File: src/design/best_fit_block_allocator_macros.svh
// ----------------------------------------------------------------------------
// best_fit_block_allocator_macros.svh
// Assertion macros shared by the allocator RTL.
// ----------------------------------------------------------------------------
`ifndef BEST_FIT_BLOCK_ALLOCATOR_MACROS_SVH
`define BEST_FIT_BLOCK_ALLOCATOR_MACROS_SVH

// same-cycle implication, disabled in reset
`define BFA_ASSERT_IMP(lbl, clk, rstn, ante, cons) \
  lbl: assert property (@(posedge clk) disable iff (!(rstn)) (ante) |-> (cons)) \
    else $error("allocator assertion failed");

// next-cycle implication, disabled in reset
`define BFA_ASSERT_NXT(lbl, clk, rstn, ante, cons) \
  lbl: assert property (@(posedge clk) disable iff (!(rstn)) (ante) |=> (cons)) \
    else $error("allocator assertion failed");

`endif

File: src/design/bfa_pkg.sv
// ----------------------------------------------------------------------------
// bfa_pkg
// Types and constants of the best-fit block allocator.
// ----------------------------------------------------------------------------
`default_nettype none

package bfa_pkg;

  localparam int unsigned NUM_BLOCKS = 16;
  localparam int unsigned SIZE_WIDTH = 16;
  localparam int unsigned IDX_W      = $clog2(NUM_BLOCKS);
  localparam int unsigned CNT_W      = 5;
  localparam int unsigned APB_AW     = 3;
  localparam int unsigned APB_DW     = 32;

  typedef enum logic {
    OP_LOAD  = 1'b0,
    OP_ALLOC = 1'b1
  } opcode_e;

  typedef enum logic {
    REG_ACTIVE_BLOCKS = 1'b0,
    REG_NONE          = 1'b1
  } reg_idx_e;

  typedef struct packed {
    opcode_e               opcode;
    logic [3:0]            block_index;
    logic [SIZE_WIDTH-1:0] amount;
  } in_item_t;

  typedef struct packed {
    logic                  found;
    logic [3:0]            granted_block;
    logic [SIZE_WIDTH-1:0] left_over;
  } out_item_t;

  // search item moving down the cell chain
  typedef struct packed {
    logic                  valid;
    logic [SIZE_WIDTH-1:0] amount;
    logic                  hit;
    logic [SIZE_WIDTH-1:0] best_size;
    logic [IDX_W-1:0]      best_idx;
  } token_t;

  // shared write port into the cells
  typedef struct packed {
    logic                  en;
    logic [IDX_W-1:0]      idx;
    logic [SIZE_WIDTH-1:0] data;
  } wr_t;

endpackage

`default_nettype wire

File: src/design/bfa_cell.sv
// ----------------------------------------------------------------------------
// bfa_cell
// One table entry: holds a block size and folds it into the passing search.
// ----------------------------------------------------------------------------
`default_nettype none

module bfa_cell (
  input  wire logic                  clk_i,
  input  wire logic                  rst_ni,
  input  wire logic [bfa_pkg::IDX_W-1:0] cell_idx_i,
  input  wire logic [bfa_pkg::CNT_W-1:0] active_blocks_i,
  input  wire logic                  en_i,
  input  wire bfa_pkg::wr_t          wr_i,
  input  wire bfa_pkg::token_t       tok_i,
  output bfa_pkg::token_t            tok_o
);
  import bfa_pkg::*;

  logic [SIZE_WIDTH-1:0] size_q;
  logic                  tok_valid_q;
  token_t                tok_q, tok_d;
  logic                  active, fit;

  assign active = {1'b0, cell_idx_i} < active_blocks_i;
  assign fit    = active && (size_q >= tok_i.amount) &&
                  (!tok_i.hit || (size_q < tok_i.best_size));

  always_comb begin
    tok_d = tok_i;
    if (fit) begin
      tok_d.hit       = 1'b1;
      tok_d.best_size = size_q;
      tok_d.best_idx  = cell_idx_i;
    end
  end

  always_ff @(posedge clk_i) begin
    if (wr_i.en && (wr_i.idx == cell_idx_i)) begin
      size_q <= wr_i.data;
    end
  end

  always_ff @(posedge clk_i or negedge rst_ni) begin
    if (!rst_ni) begin
      tok_valid_q <= 1'b0;
    end else if (en_i) begin
      tok_valid_q <= tok_d.valid;
    end
  end

  always_ff @(posedge clk_i) begin
    if (en_i) begin
      tok_q <= tok_d;
    end
  end

  always_comb begin
    tok_o       = tok_q;
    tok_o.valid = tok_valid_q;
  end

endmodule

`default_nettype wire

File: src/design/bfa_regs.sv
// ----------------------------------------------------------------------------
// bfa_regs
// APB register file holding the active block count.
// ----------------------------------------------------------------------------
`default_nettype none

module bfa_regs (
  input  wire logic                       clk_i,
  input  wire logic                       rst_ni,
  input  wire logic                       psel,
  input  wire logic                       penable,
  input  wire logic                       pwrite,
  input  wire logic [bfa_pkg::APB_AW-1:0] paddr,
  input  wire logic [bfa_pkg::APB_DW-1:0] pwdata,
  output logic      [bfa_pkg::APB_DW-1:0] prdata,
  output logic                            pready,
  output logic      [bfa_pkg::CNT_W-1:0]  active_blocks_o
);
  import bfa_pkg::*;

  logic [CNT_W-1:0] active_blocks_q;
  reg_idx_e         reg_sel;

  assign reg_sel = reg_idx_e'(paddr[2]);
  assign pready  = 1'b1;

  always_ff @(posedge clk_i or negedge rst_ni) begin
    if (!rst_ni) begin
      active_blocks_q <= '0;
    end else if (psel && penable && pwrite && pready &&
                 (reg_sel == REG_ACTIVE_BLOCKS)) begin
      active_blocks_q <= pwdata[CNT_W-1:0];
    end
  end

  always_comb begin
    case (reg_sel)
      REG_ACTIVE_BLOCKS: prdata = APB_DW'(active_blocks_q);
      default:           prdata = '0;
    endcase
  end

  assign active_blocks_o = active_blocks_q;

endmodule

`default_nettype wire

File: src/design/best_fit_block_allocator.sv
// ----------------------------------------------------------------------------
// best_fit_block_allocator
// Best-fit allocator over a chain of size cells.
// ----------------------------------------------------------------------------
// Usage:
//   Input channel (in_valid_i/in_ready_o, in_item_i) takes load and allocate
//   items. A load writes one block size and is done in its accept cycle.
//   An allocate item walks the 16-cell chain, one cell per cycle; each cell
//   compares its own size and passes the best candidate on. After the last
//   cell the winner is reduced by the request and the result is registered.
//   A new allocate item is accepted only after the current search is done;
//   loads are taken back to back while no search runs.
//   Output channel (out_valid_o/out_ready_i, out_item_o) holds one result.
//   If it stalls, a finished search waits at the chain end and the next
//   request may still be accepted once the previous result is registered.
//   Reset clears the control state and the active block count; block sizes
//   must be loaded before they take part in a search.
//   The APB port writes active_blocks at address 0; pready is always high.
// ----------------------------------------------------------------------------
`default_nettype none
`include "best_fit_block_allocator_macros.svh"

module best_fit_block_allocator (
  input  wire logic                       clk_i,
  input  wire logic                       rst_ni,
  input  wire logic                       in_valid_i,
  output logic                            in_ready_o,
  input  wire bfa_pkg::in_item_t          in_item_i,
  output logic                            out_valid_o,
  input  wire logic                       out_ready_i,
  output bfa_pkg::out_item_t              out_item_o,
  input  wire logic                       psel,
  input  wire logic                       penable,
  input  wire logic                       pwrite,
  input  wire logic [bfa_pkg::APB_AW-1:0] paddr,
  input  wire logic [bfa_pkg::APB_DW-1:0] pwdata,
  output logic      [bfa_pkg::APB_DW-1:0] prdata,
  output logic                            pready
);
  import bfa_pkg::*;

  logic [CNT_W-1:0]      active_blocks;
  token_t                tok [NUM_BLOCKS+1];
  logic [NUM_BLOCKS-1:0] tok_valid_vec;
  token_t                tok_last;
  wr_t                   wr;
  logic                  accept, load_acc, alloc_acc;
  logic                  chain_en, done;
  logic                  busy_q;
  logic                  out_valid_q;
  out_item_t             out_item_q;

  bfa_regs u_regs (
    .clk_i,
    .rst_ni,
    .psel,
    .penable,
    .pwrite,
    .paddr,
    .pwdata,
    .prdata,
    .pready,
    .active_blocks_o (active_blocks)
  );

  assign in_ready_o = !busy_q;
  assign accept     = in_valid_i && in_ready_o;
  assign load_acc   = accept && (in_item_i.opcode == OP_LOAD);
  assign alloc_acc  = accept && (in_item_i.opcode == OP_ALLOC);

  always_comb begin
    tok[0]           = '0;
    tok[0].valid     = alloc_acc;
    tok[0].amount    = in_item_i.amount;
  end

  assign tok_last = tok[NUM_BLOCKS];
  assign chain_en = !(tok_last.valid && out_valid_q && !out_ready_i);
  assign done     = tok_last.valid && chain_en;

  for (genvar g = 0; g < NUM_BLOCKS; g++) begin : g_cell
    bfa_cell u_cell (
      .clk_i,
      .rst_ni,
      .cell_idx_i      (IDX_W'(g)),
      .active_blocks_i (active_blocks),
      .en_i            (chain_en),
      .wr_i            (wr),
      .tok_i           (tok[g]),
      .tok_o           (tok[g+1])
    );
    assign tok_valid_vec[g] = tok[g+1].valid;
  end

  always_comb begin
    wr = '0;
    if (load_acc) begin
      wr.en   = 1'b1;
      wr.idx  = in_item_i.block_index;
      wr.data = in_item_i.amount;
    end else if (done && tok_last.hit) begin
      wr.en   = 1'b1;
      wr.idx  = tok_last.best_idx;
      wr.data = tok_last.best_size - tok_last.amount;
    end
  end

  always_ff @(posedge clk_i or negedge rst_ni) begin
    if (!rst_ni) begin
      busy_q      <= 1'b0;
      out_valid_q <= 1'b0;
    end else begin
      if (alloc_acc) begin
        busy_q <= 1'b1;
      end else if (done) begin
        busy_q <= 1'b0;
      end
      if (done) begin
        out_valid_q <= 1'b1;
      end else if (out_ready_i) begin
        out_valid_q <= 1'b0;
      end
    end
  end

  always_ff @(posedge clk_i) begin
    if (done) begin
      out_item_q.found         <= tok_last.hit;
      out_item_q.granted_block <= tok_last.hit ? tok_last.best_idx : '0;
      out_item_q.left_over     <= tok_last.hit ?
                                  (tok_last.best_size - tok_last.amount) : '0;
    end
  end

  assign out_valid_o = out_valid_q;
  assign out_item_o  = out_item_q;

  `BFA_ASSERT_IMP(a_one_search, clk_i, rst_ni, 1'b1, $onehot0(tok_valid_vec))
  `BFA_ASSERT_IMP(a_idle_chain_empty, clk_i, rst_ni, !busy_q, tok_valid_vec == '0)
  `BFA_ASSERT_NXT(a_alloc_busy, clk_i, rst_ni, alloc_acc, busy_q && tok_valid_vec[0])
  `BFA_ASSERT_IMP(a_miss_zero, clk_i, rst_ni, out_valid_o && !out_item_o.found, out_item_o.granted_block == '0 && out_item_o.left_over == '0)

endmodule

`default_nettype wire
File: config.mk
export PLATFORM = sky130hd
export DESIGN_NAME = best_fit_block_allocator
export DESIGN_NICKNAME = d
export VERILOG_FILES = /design/src/design/bfa_pkg.sv /design/src/design/bfa_cell.sv /design/src/design/bfa_regs.sv /design/src/design/best_fit_block_allocator.sv
export VERILOG_INCLUDE_DIRS = /design/src /design/src/design
export SDC_FILE = /design/constraint.sdc
export NUM_CORES = 2
export LEC_CHECK = 0
export ABC_CLOCK_PERIOD_IN_PS = 54900
export BUFFER_PORTS_ARGS = -buffer_cell sky130_fd_sc_hd__buf_2
export CAP_MARGIN = 5
export CORE_MARGIN = 2
export CORE_UTILIZATION = 60
export DETAILED_ROUTE_END_ITERATION = 10
export PLACE_DENSITY = 0.74
export SYNTH_ARGS = -nofsm -noshare
export SYNTH_HDL_FRONTEND = slang
export SYNTH_SLANG_ARGS = --single-unit
export TNS_END_PERCENT = 5
File: constraint.sdc
create_clock -name clk_i -period 54.9 [get_ports clk_i]
set_input_delay 2.745 -clock clk_i [delete_from_list [all_inputs] [get_ports clk_i]]
set_output_delay 2.745 -clock clk_i [all_outputs]
set_load 0.05 [all_outputs]
---- Yosys cells after proc, flatten, opt, wreduce, memory -nomap -nowiden ----
Index checks and enable logic that the tools add are counted.
cells by class
  add/subtract/negate cells ............... 1
  magnitude comparators ................... 47
  equal/unequal tests ..................... 15
  mux-type cells .......................... 23
  bitwise operators ....................... 2
  reduce and logical (&&, ||, !) cells .... 93
operators with widths
  cell                number
  $mux 20             15
  $ge 16x16->1        16
  $lt 16x16->1        15
  $mux 21             3
  $logic_and 1x1->1   57
  $lt 4x5->1 const A  8
  $eq 4x4->1 const B  8
  $lt 3x5->1 const A  4
  $logic_not 1->1     18
  $eq 4x3->1 const B  4
  $sub 16x16->16      1
  $logic_or 1x1->1    15
  $lt 1x5->1 const A  2
  $lt 2x5->1 const A  2
  $eq 4x2->1 const B  2
  $mux 5              1
  $eq 4x1->1 const B  1
  $logic_not 4->1     1
  $mux 1              4
  $reduce_bool 2->1   2
  $not 1->1           2
storage, ports and cells
  bits in registers ....................... 892
  bits of input ports ..................... 63
  logic and storage cells ................. 283

---- Logic depth before layout (Yosys ltp) ----
  depth after elaboration ................. 9
  mapped depth ............................ 12

---- Hierarchy ----
Synthesis repeated with hierarchy kept, for this count alone.
unflattened totals
  cells, all modules ...................... 3,524
  area, all modules ....................... 48,447.7 um^2
modules (own cells, without submodules)
  module                    times used  cells each  area each (um^2)
  bfa_cell                  16          205         2,881.5
  best_fit_block_allocator  1           198         1,876.8
  bfa_regs                  1           46          466.7

---- Worst setup path before layout ----
OpenSTA, ideal clock, no wires.
  path type ............................... input to register
  from .................................... in out_ready_i
  to ...................................... reg g_cell[1].u_cell.tok_valid_q
  setup time .............................. 153 ps
  arrival time ............................ 20,908 ps
  required time ........................... 54,747 ps
  path slack .............................. 33,839 ps
  cell stages on the path ................. 3
  buffers on the path ..................... 1
  cells stage by stage .................... nand3b_1 -> clkbuf_1 -> mux2_2
between the ends
  cells in the longest elaborated chain, start to end .. 2
ends and longest elaborated chain
  item                  line                            text
  start, declared       best_fit_block_allocator.sv:30  input wire logic out_ready_i,
  $logic_not 1->1       best_fit_block_allocator.sv:78  assign chain_en = !(tok_last.valid && out_valid_q && !out_ready_i);
  $logic_and 1x1->1     best_fit_block_allocator.sv:78
  end signal, assigned  bfa_cell.sv:47                  tok_valid_q <= tok_d.valid;
  end, declared         bfa_cell.sv:20                  logic tok_valid_q;
No other way between the ends.
A chain may end at the register's enable or synchronous reset.

---- Worst setup path after layout ----
  from .................................... in out_ready_i
  to ...................................... reg g_cell[5].u_cell.tok_q (netlist bit g_cell[5].u_cell.tok_o[6]), enable pin
between the ends
  cells in the longest elaborated chain, start to end .. 2
ends and longest elaborated chain
  item                  line                            text
  $logic_not 1->1       best_fit_block_allocator.sv:78
  $logic_and 1x1->1     best_fit_block_allocator.sv:78
  end signal, assigned  bfa_cell.sv:53                  tok_q <= tok_d;
  end, declared         bfa_cell.sv:21                  token_t tok_q, tok_d;
No other way between the ends.

==> reports/qor.yml <==
status:
  status: "completed"
synth:
  seq_area_frac_synth_pct: 60.5
  synth_top_area_share_pct: 59.2
  ys.flop_type: "edfxtp_1"
  syn_avg_cell_area_um2: 13.1
  synth_cells: 3297
  synth_cell_types: 73
  yosysWarnings: 0
  synth_area_leaders: "edfxtp_1, ha_1, inv_1, mux2_2, a21oi_1"
  ys_ff_latch: 877
  synth_top_cell_by_area: "edfxtp_1"
  netlist_area_um2: 43400
  synth-async-reset-ratio_pct: 2.62
  synth-edff-count: 854
global_routing:
  antenna_found_initial: 2
  grt_overflow_total: 0
  use_met1_pct: 35.1
  grt_pass1_vias: 27100
  gr-usage-met3_pct: 4.39
  grt_start_max_net_pins: 199
  grt_pass1_wl_mm: 153
  track_usage_pct: 27.0
  grt-busiest-layer: "met2"
  use_met2_pct: 46.4
clock_tree:
  clk_pin_slew_ns: 0.06
  htreeDepth: 3
  hold_buffers: 0
  cts_tree: "yes"
  clkSinkCount: 877
  post_cts_resized: 0
  post_cts_buffers: 0
  cts_root_buf: "clkbuf_16"
  cts_buffers: 91
  clk_latency_ns: 0.65
  cts_buffer_depth: 3
critical_path:
  endpoint_kind: "register"
  cp_data_required_time_ns: 55.16
  cp.arrival_ns: 6.36
  worstSetupPathType: "in -> reg"
  cp-start-kind: "input pin"
  cp_max_fo: 198
die:
  rows: 98
  initial_core_util_pct: 60.6
  die_area_um2: 74400
  die_x_um: 273
  boundaryPins: 119
  coreArea_um2: 71500
  die_h_um: 273
final_layout:
  area_delta_synth_final_pct: 10.2
  final_nets: 3994
  drive_above_1_share_pct: 13.2
  multiInputGateArea_um2: 14900
  ff_latch_area_um2: 26200
  antennaDiodeCount: 0
  fillCellCount: 5031
  final_cell_mix: "edfxtp_1, inv_1, ha_1, a21oi_1, mux2_2"
  final_common_cell: "edfxtp_1"
routing:
  wirelength_mm: 99.6
  route.antenna.remaining_nets: 0
  num_vias: 26400
  drcViolationCount: 0
  drt_first_pass_iters: 6
  vias_per_cell: 5.92
  drt_first_iter_violations: 2520
  avgRoutedWirePerCell_um: 22.4
sta:
  fmaxAchievable_mhz: 164
  setup_violations: 0
  tightest_slew_ns: 1.31
  fin_tns_setup_ns: 0
  period_share_pct: 11.1
  max-slew-margin-rel_pct: 12.3
  fin_skew_ns: 0.0248
  finalHoldViolations: 0
  rsz0062_at_grt: "no"
  fin_crit_ns: 6.10
  slew_viol_final: 0
job:
  max_cap_violations: 0
placed_design:
  gp_congestion: 0.916
  portBuffers: 61
  dp_hpwl_mm: 71.3
power_and_ir_drop:
  ir_drop_v: 0.0000265
  power_mw: 2.09
  p_per_area_nw_per_um2: 43.8
  leakage_nw: 19.4
hold_path:
  hold_path.class: "reg -> reg"
-- stage by stage --
stage | util [%] | setup slack (ns) | hold slack [ns] | instance area (µm²) | std cells
final | 66.8 | 48.80 | 0.450 | 47800 | 4456
after global routing | 66.8 | 48.50 | 0.463 | 47800 | 4456
after CTS | 66.8 | 48.89 | 0.452 | 47800 | 4456
after detailed placement | 62.7 | 48.21 | 0.438 | 44800 | 4291
after global placement | 62.7 | 48.41 | 0.435 | 44800 | 4291
after floorplan | - | 33.84 | 0.426 | 43400 | 3323
-- synthesized netlist by cell type, types with 5 or more instances --
master	count
o22ai_1	5
or3_1	5
o21ai_1	11
a21oi_1	193
nor2_1	89
o21bai_1	7
nor2b_1	28
nand3_1	130
buf_6	8
a211o_1	7
a21boi_0	5
dfrtp_1	23
a211oi_1	23
nand4_1	66
nor3_1	23
and2_1	39
mux2_2	166
a2111oi_0	16
o21a_1	12
or2_2	43
buf_2	16
nor4_1	6
a41oi_1	9
clkbuf_1	23
a31oi_1	13
nand2b_1	25
xnor2_1	10
edfxtp_1	854
nand2_1	109
buf_4	33
a21boi_1	6
inv_1	515
o31ai_1	5
ha_1	496
o21ai_0	173
a21o_1	34
-- kinds of logic after synthesis --
logic type / after synthesis / synth area share, %
buffers and inverters: 596 / 5.66
multiplexers: 170 / 4.44
XOR/XNOR: 14 / 0.283
adder cells (fa/ha/maj): 497 / 14.4
other: 2 / 0.0173
flip-flops: 877 / 60.5
AND/OR/NAND/NOR: 579 / 6.86
AO/OA/AOI/OAI: 562 / 7.90
-- power breakdown --
group | switching (mW) | leakage, nW | internal, mW | total (mW)
Clock | 0.260 | 1.43 | 0.346 | 0.607
Combinational | 0.319 | 9.94 | 0.232 | 0.551
Sequential | 0.0579 | 8.07 | 0.878 | 0.936
Total | 0.637 | 19.4 | 1.46 | 2.09
-- critical path, stage by stage --
cell and delay [ns]:
buf_2 0.08, nand3b_1 0.10, buf_4 0.42, buf_4 0.96, buf_12 0.78, buf_4 0.98
-- sequential cells by signal, indices dropped and copies added, names as in the netlist --
register and count:
busy_q 1, g_cell.u_cell.size_q 256, g_cell.u_cell.tok_o 577, g_cell.u_cell.tok_valid_q 16, out_item_o 21, out_valid_o 1, u_regs.active_blocks_o 5
-- worst paths after layout --
path	endpoint	slack (ns)	startpoint	cells past startpoint
hold reg to reg	g_cell[8].u_cell.tok_o[36]	0.45	g_cell[7].u_cell.tok_o[36]	0
hold / removal	g_cell[8].u_cell.tok_o[36]	0.45	g_cell[7].u_cell.tok_o[36]	0
setup / recovery	g_cell[5].u_cell.tok_o[6]	48.80	out_ready_i	6
max in group asynchronous	u_regs.active_blocks_o[0]	52.41	rst_ni	1
setup reg to reg	g_cell[5].u_cell.tok_o[6]	50.59	out_valid_o	5
min in group asynchronous	out_valid_o	2.09	rst_ni	1
-- metal layers --
layer,vias up,part of all wire (%),wire length (µm)
li1,12300,-,-
met1,13000,41,40800
met2,875,50,49500
met3,207,6.2,6190
met4,0,3.2,3190
met5,-,0,0
-- cell type report --
cell class              count  area share, %
clock buffers             111           4.92
clock inverters            54           1.21
inverters                 515           4.05
multi-input cells        1850           31.2
flip-flops and latches    877           54.9
well taps                 950           2.49
repair buffers             99           1.29
Note: power is estimated with default switching activity, not from simulation.
